### src/hdl/mfom_pkg.sv
// Package for the field-oriented mecanum mixer: shared widths, bundle types,
// the quarter-wave sine table and the binary-angle sine function. No dependencies.
package mfom_pkg;

  localparam int SINW  = 17;  // signed Q1.15 sine/cosine, 32768 = 1.0
  localparam int PRODW = 34;  // 17 x 17 signed products
  localparam int ROTW  = 18;  // rotated components, signed Q3.14, wide
  localparam int WW    = 19;  // mixed wheel values, signed
  localparam int MAGW  = 18;  // wheel magnitudes
  localparam int QB    = 15;  // quotient bits of the normalizing divide
  localparam int DVW   = 33;  // partial remainder width
  localparam int ONE_Q14 = 16384;

  localparam int QUEUE_DEPTH_DEF = 4;
  localparam int OUT_DEPTH_DEF   = 2;

  typedef struct packed {
    logic full;
    logic empty;
  } fifo_stat_t;

  // One mixed command: four wheels, the largest magnitude and whether
  // the wheels must be divided down by it.
  typedef struct packed {
    logic [3:0][WW-1:0] w;
    logic [MAGW-1:0]    m;
    logic               norm;
  } mix_t;

  typedef struct packed {
    logic [15:0] front_left;
    logic [15:0] front_right;
    logic [15:0] rear_left;
    logic [15:0] rear_right;
  } wheels_t;

  function automatic logic [15:0] sin_tab(input logic [4:0] k);
    logic [15:0] v;
    case (k)
      5'd0:  v = 16'd0;
      5'd1:  v = 16'd3212;
      5'd2:  v = 16'd6393;
      5'd3:  v = 16'd9512;
      5'd4:  v = 16'd12540;
      5'd5:  v = 16'd15447;
      5'd6:  v = 16'd18205;
      5'd7:  v = 16'd20788;
      5'd8:  v = 16'd23170;
      5'd9:  v = 16'd25330;
      5'd10: v = 16'd27246;
      5'd11: v = 16'd28899;
      5'd12: v = 16'd30274;
      5'd13: v = 16'd31357;
      5'd14: v = 16'd32138;
      5'd15: v = 16'd32610;
      5'd16: v = 16'd32768;
      default: v = 16'd0;
    endcase
    return v;
  endfunction

  // Sine of a binary angle, interpolated inside the quarter wave.
  function automatic logic signed [SINW-1:0] bam_sin(input logic [15:0] a);
    logic [1:0]  quad;
    logic [14:0] p;
    logic [4:0]  idx;
    logic [15:0] lo;
    logic [15:0] hi;
    logic [15:0] d;
    logic [25:0] prod;
    logic [16:0] s;
    quad = a[15:14];
    p    = quad[0] ? 15'(15'd16384 - {1'b0, a[13:0]}) : {1'b0, a[13:0]};
    idx  = {1'b0, p[13:10]};
    lo   = sin_tab(idx);
    hi   = sin_tab(5'(idx + 5'd1));
    d    = hi - lo;
    prod = 26'(d) * 26'(p[9:0]);
    if (p[14]) begin
      s = 17'd32768;
    end else begin
      s = {1'b0, lo} + {1'b0, prod[25:10]};
    end
    return quad[1] ? $signed(17'(-s)) : $signed(s);
  endfunction

endpackage

### src/hdl/mfom_fifo.sv
// Small register queue with status struct; used between front and back end
// and as the output buffer. Depends on mfom_pkg.
module mfom_fifo import mfom_pkg::*; #(
  parameter int WIDTH = 8,
  parameter int DEPTH = 2
) (
  input  logic             clk,
  input  logic             rst_n,
  input  logic             push,
  input  logic [WIDTH-1:0] wr_data,
  input  logic             pop,
  output logic [WIDTH-1:0] rd_data,
  output fifo_stat_t       stat
);

  localparam int PW = (DEPTH > 1) ? $clog2(DEPTH) : 1;
  localparam int CW = $clog2(DEPTH + 1);

  logic [WIDTH-1:0] mem_r [DEPTH];
  logic [PW-1:0]    wp_r, rp_r;
  logic [CW-1:0]    cnt_r;
  logic             do_push, do_pop;

  assign stat.full  = (cnt_r == CW'(DEPTH));
  assign stat.empty = (cnt_r == '0);
  assign do_push    = push && !stat.full;
  assign do_pop     = pop && !stat.empty;
  assign rd_data    = mem_r[rp_r];

  always_ff @(posedge clk) begin
    if (!rst_n) begin
      wp_r  <= '0;
      rp_r  <= '0;
      cnt_r <= '0;
    end else begin
      if (do_push) begin
        wp_r <= (wp_r == PW'(DEPTH - 1)) ? '0 : PW'(wp_r + 1'b1);
      end
      if (do_pop) begin
        rp_r <= (rp_r == PW'(DEPTH - 1)) ? '0 : PW'(rp_r + 1'b1);
      end
      if (do_push && !do_pop) begin
        cnt_r <= CW'(cnt_r + 1'b1);
      end else if (do_pop && !do_push) begin
        cnt_r <= CW'(cnt_r - 1'b1);
      end
    end
  end

  always_ff @(posedge clk) begin
    if (do_push) begin
      mem_r[wp_r] <= wr_data;
    end
  end

endmodule

### config.mk
export PLATFORM = sky130hd
export DESIGN_NAME = mfom_fifo
export DESIGN_NICKNAME = d
export VERILOG_FILES = /design/src/hdl/mfom_pkg.sv /design/src/hdl/mfom_fifo.sv
export SDC_FILE = /design/constraint.sdc
export NUM_CORES = 1
export LEC_CHECK = 0
export BUFFER_PORTS_ARGS = -buffer_cell sky130_fd_sc_hd__buf_2
export CAP_MARGIN = 5
export CORE_MARGIN = 3
export CORE_UTILIZATION = 40
export DETAILED_ROUTE_END_ITERATION = 10
export SYNTH_ARGS = -nofsm -noshare
export SYNTH_HDL_FRONTEND = slang
export SYNTH_SLANG_ARGS = --single-unit
### constraint.sdc
create_clock -name clk -period 1.9 [get_ports clk]
set_input_delay 0.095 -clock clk [delete_from_list [all_inputs] [get_ports clk]]
set_output_delay 0.095 -clock clk [all_outputs]
set_load 0.005 [all_outputs]
* Yosys cells after proc, flatten, opt, wreduce, memory -nomap -nowiden
Memory sizes are Yosys's and may differ from the RTL's. A register that Yosys moved wholly into a read port is not among the register bits.
Index checks and enable logic that the tools add are counted.
** Word-level totals
- Bits in registers :: 4
- Bits in writable memories :: 16
- Input bits :: 12
- Output and inout port bits :: 10
- Logic and storage cells :: 27
- Memories kept :: 1
** Cells by class
- $add $sub $neg :: 4
- Eq/ne operators :: 1
- Muxes and demuxes :: 8
- Reduce and logical (&&, ||, !) cells :: 10
** Memories
- mem_r :: words 2, bits a word 8, read ports 1, clocked after memory_dff 1, write ports 1, RTL line mfom_fifo.sv:19 : logic [WIDTH-1:0] mem_r [DEPTH];
** Operators with widths (number)
- $mux W1 :: 6
- $logic_and A1 B1 Y1 :: 4
- $logic_not A1 Y1 :: 4
- $mux W2 :: 2
- $add A1 B1 Y1 const B :: 2
- $add A2 B1 Y2 const B :: 1
- $eq A2 B2 Y1 const B :: 1
- $logic_not A2 Y1 :: 1
- $reduce_bool A2 Y1 :: 1
- $sub A2 B1 Y2 const B :: 1

* Longest topological paths before layout
- Depth in word-level cells :: 7
- Gate-level depth with buffers :: 7
- Gate-level depth less buffers :: 7

* Worst setup path after synthesis
OpenSTA, ideal clock, no wires.
- Path type :: register to register
- Start :: register cnt_r[0]
- End :: register cnt_r[1]
- Setup time :: 0.070 ns
- Arrival time :: 1.384 ns
- Required time :: 1.830 ns
- Path slack :: 0.446 ns
- Cell stages (with the launch flop) :: 7
- Path buffers :: 0
- Clock period less this slack :: 1.454 ns
- Path through :: dfxtp_1 -> nand2b_1 -> inv_2 -> nor2_1 -> ha_1 -> or3_1 -> a21boi_1
** RTL lines
- start, declared :: RTL line mfom_fifo.sv:21 : logic [CW-1:0] cnt_r;
- start signal, assigned :: RTL line mfom_fifo.sv:43 : cnt_r <= CW'(cnt_r + 1'b1);
- start signal, assigned :: RTL line mfom_fifo.sv:45 : cnt_r <= CW'(cnt_r - 1'b1);

* Worst setup path after layout
- Start :: register cnt_r[0]
- End :: register cnt_r[1]
** Between the ends
- Longest elaborated chain between the ends :: 6
- Elaborated cells between the ends (all ways) :: 15
- Classes of those cells :: 2 x add/sub; 1 x eq/ne; 2 x mux; 10 x reduce/logical
** Ends and longest elaborated chain (RTL line)
- $eq A2 B2 Y1 / $logic_not A2 Y1 (equally long branches) :: mfom_fifo.sv:24, mfom_fifo.sv:25
- $logic_not A1 Y1, on equally long branches :: mfom_fifo.sv:26, mfom_fifo.sv:27
- $logic_and A1 B1 Y1, on equally long branches :: mfom_fifo.sv:26, mfom_fifo.sv:27
- $logic_not A1 Y1, on equally long branches :: mfom_fifo.sv:44, mfom_fifo.sv:42
- $logic_and A1 B1 Y1, on equally long branches :: mfom_fifo.sv:44, mfom_fifo.sv:42
- $reduce_bool A2 Y1 (no line) / $mux W2 (equally long branches)
Parallel ways exist; a longest one is shown, timed or not. The select of a mux whose other input is x is not followed.
A chain may end at the register's enable or synchronous reset.

==> results.cfg <==
[outcome]
run_status = complete, no violations

[floorplan]
coreArea_um2 = 1821
die_w_um = 50.99
fp-row-count = 15
dieHeight_um = 50.99
start_util_pct = 44.47
io_pins = 22
die-area_um2 = 2599

[timing]
drv_slew = 0
post-route-min-period_ns = 1.549
relSlewSlack_pct = 73.34
finClkSkew_ns = 0.005951
hold_viol = 0
rsz0062_at_grt = false
min_period_over_period_pct = 81.52
max_freq_mhz = 645.7
finalSetupViolCount = 0
tightest_slew_ns = 0.3993
tns_ns = 0

[detailed_routing]
routedWlPerCell_um = 11.63
antenna_left = 0
drc = 0
vias = 504
wl_um = 1268
drt_pass1_iterations = 4
drt_iter0_markers = 14
viasPerCell = 4.624

[cells_and_area]
area_growth_pct = 31.22
nNetsFinal = 98
layout-drive-gt1-share_pct = 42.86
fillerInstances = 155
antenna_cells = 0
fin_area_um2 = 1062

[clock_network]
clk_pin_slew_ns = 0.10
cts_buffers = 3
clock_latency_ns = 0.29
cts_tree = built
htree_levels = 1
post-cts-setup-buffers = 0
root_buffer = clkbuf_4
cts_sinks = 21
cts-resized-gates = 0
clock_path_buffers = 2

[logic_synthesis]
ys_ff_latch = 21
synth-seq-area-share_pct = 71.72
ys_types = 20
syn-num-nets = 63
synth_warnings = 0
syn_avg_cell_area_um2 = 16.19
syn_inst = 50
synth.top_cell.area_share_pct = 59.35
synth_area_um2 = 809.5
synth_top_area_cell = edfxtp_1
synth.area.top_cells = edfxtp_1 (59%), dfxtp_1 (12%), mux2_2 (11%)

[worst_setup_path]
worstSetupEndpointType = flip-flop
cp.arrival_ns = 1.78
worstPathRequired_ns = 2.13
start_kind = flip-flop
critical_path_class = flip-flop to flip-flop
path_max_fanout = 5

[global_route]
grt_start_max_net_pins = 12
grt_pass1_vias = 492
gr-total-overflow = 0
grt_pass1_wl_um = 2104
antenna_found_initial = 0
grt_use_total_pct = 11.59

[run]
drv_cap = 0

[placed_design]
place.gp.congestion = 0.6674
dpl-instance-area_um2 = 955.9
io_buffer_count = 21

[worst_hold_path]
min_path_type = primary input to flip-flop

[pwr]
leakagePower_nw = 0.4224
vdd_drop_max_uv = 649.3
p_per_area_nw_per_um2 = 1158
## critical path: stages, from the launching register on
cell      delay [ns]
dfxtp_1         0.42
nand2b_1        0.17
inv_2           0.05
nor2_1          0.09
ha_1            0.27
or3_1           0.36
a21boi_1        0.13
## final timing paths
kind                            slack [ns]       end     start  depth (start not counted)
worst max-delay path                  0.35  cnt_r[1]  cnt_r[0]                          6
worst min-delay path                  0.05      wp_r     rst_n                          2
worst max register to register        0.35  cnt_r[1]  cnt_r[0]                          6
worst min register to register        0.53  cnt_r[1]  cnt_r[1]                          2
## cell usage after synthesis (all sizes together)
cell type	n
xnor2	2
buf	1
o21ai	2
ha	1
edfxtp	16
o21a	1
a21boi	2
and3	1
and2	3
mux2	8
nand2b	1
nor2	2
or3	1
nor3	1
xor2	1
dfxtp	5
inv	2
## cell families (layout without fill, tap and decap cells)
group	after synthesis	after routing	synth area share, %
DFF	21	21	71.72
and+or+nand+nor	9	9	6.803
muxes	8	8	11.13
AOI/OAI and AO/OA	5	5	4.018
xor gates and xnor gates	3	3	3.246
buffers and inverters	3	37	1.544
adders and majority gates	1	1	1.545
## repair_timing
item / CTS / global route
hold buffers: 8 / 0
endpoints found under the hold margin: 16 / 0
endpoints found under the setup margin: 0 / 0
## final cells by class
class / instances / area [µm²] / share of cell area [%]
Clock buffer: 4 / 26.28 / 2.473
Inverter: 2 / 7.507 / 0.7067
Multi-Input combinational cell: 26 / 216.5 / 20.38
Sequential cell: 21 / 580.6 / 54.65
Tap cell: 25 / 31.28 / 2.945
Timing Repair Buffer: 31 / 200.2 / 18.85
## cells in the final DEF (no fill, tap or decap), types with 2 or more instances in the layout
cell type      count
edfxtp_1          16
buf_2             21
mux2_2             8
buf_4              2
xnor2_1            2
dlygate4sd3_1      8
clkbuf_4           3
and2_1             3
nor2_1             2
dfxtp_1            5
## state kept, by name, summed over array words and instances (netlist names), named ones only
register,flops
cnt_r,2
mem_r,16
rp_r,1
wp_r,1
## stage by stage
stage / power, W / worst slack (ns) / cells / utilization [%] / hold WS, ns
floorplan: 0.0008850 / 0.4460 / 50 / - / 0.1939
global placement: 0.001022 / 0.4097 / 97 / 52.51 / 0.2828
detailed placement: 0.001031 / 0.3532 / 97 / 52.51 / 0.2864
CTS: 0.001248 / 0.3447 / 109 / 58.35 / 0.04614
global route: 0.001318 / 0.2754 / 109 / 58.35 / 0.03472
finish: 0.001230 / 0.3512 / 109 / 58.35 / 0.05273
## power by group
group	total, W	leakage [nW]	switching, W	internal, W
logic	0.000379	0.217	0.000157	0.000222
registers	0.000647	0.191	0.0000617	0.000586
clock network	0.000204	0.0150	0.000122	0.0000817
## metal layers
layer  up-vias  global-route usage, %  routed length [µm]
li1        250                      -                   -
met1       238                  14.31                 587
met2        14                  17.81                 608
met3         2                  3.499                  61
met4         0                  6.726                  11
met5         -                      0                   0
Note: power is estimated with default switching activity, not from simulation.
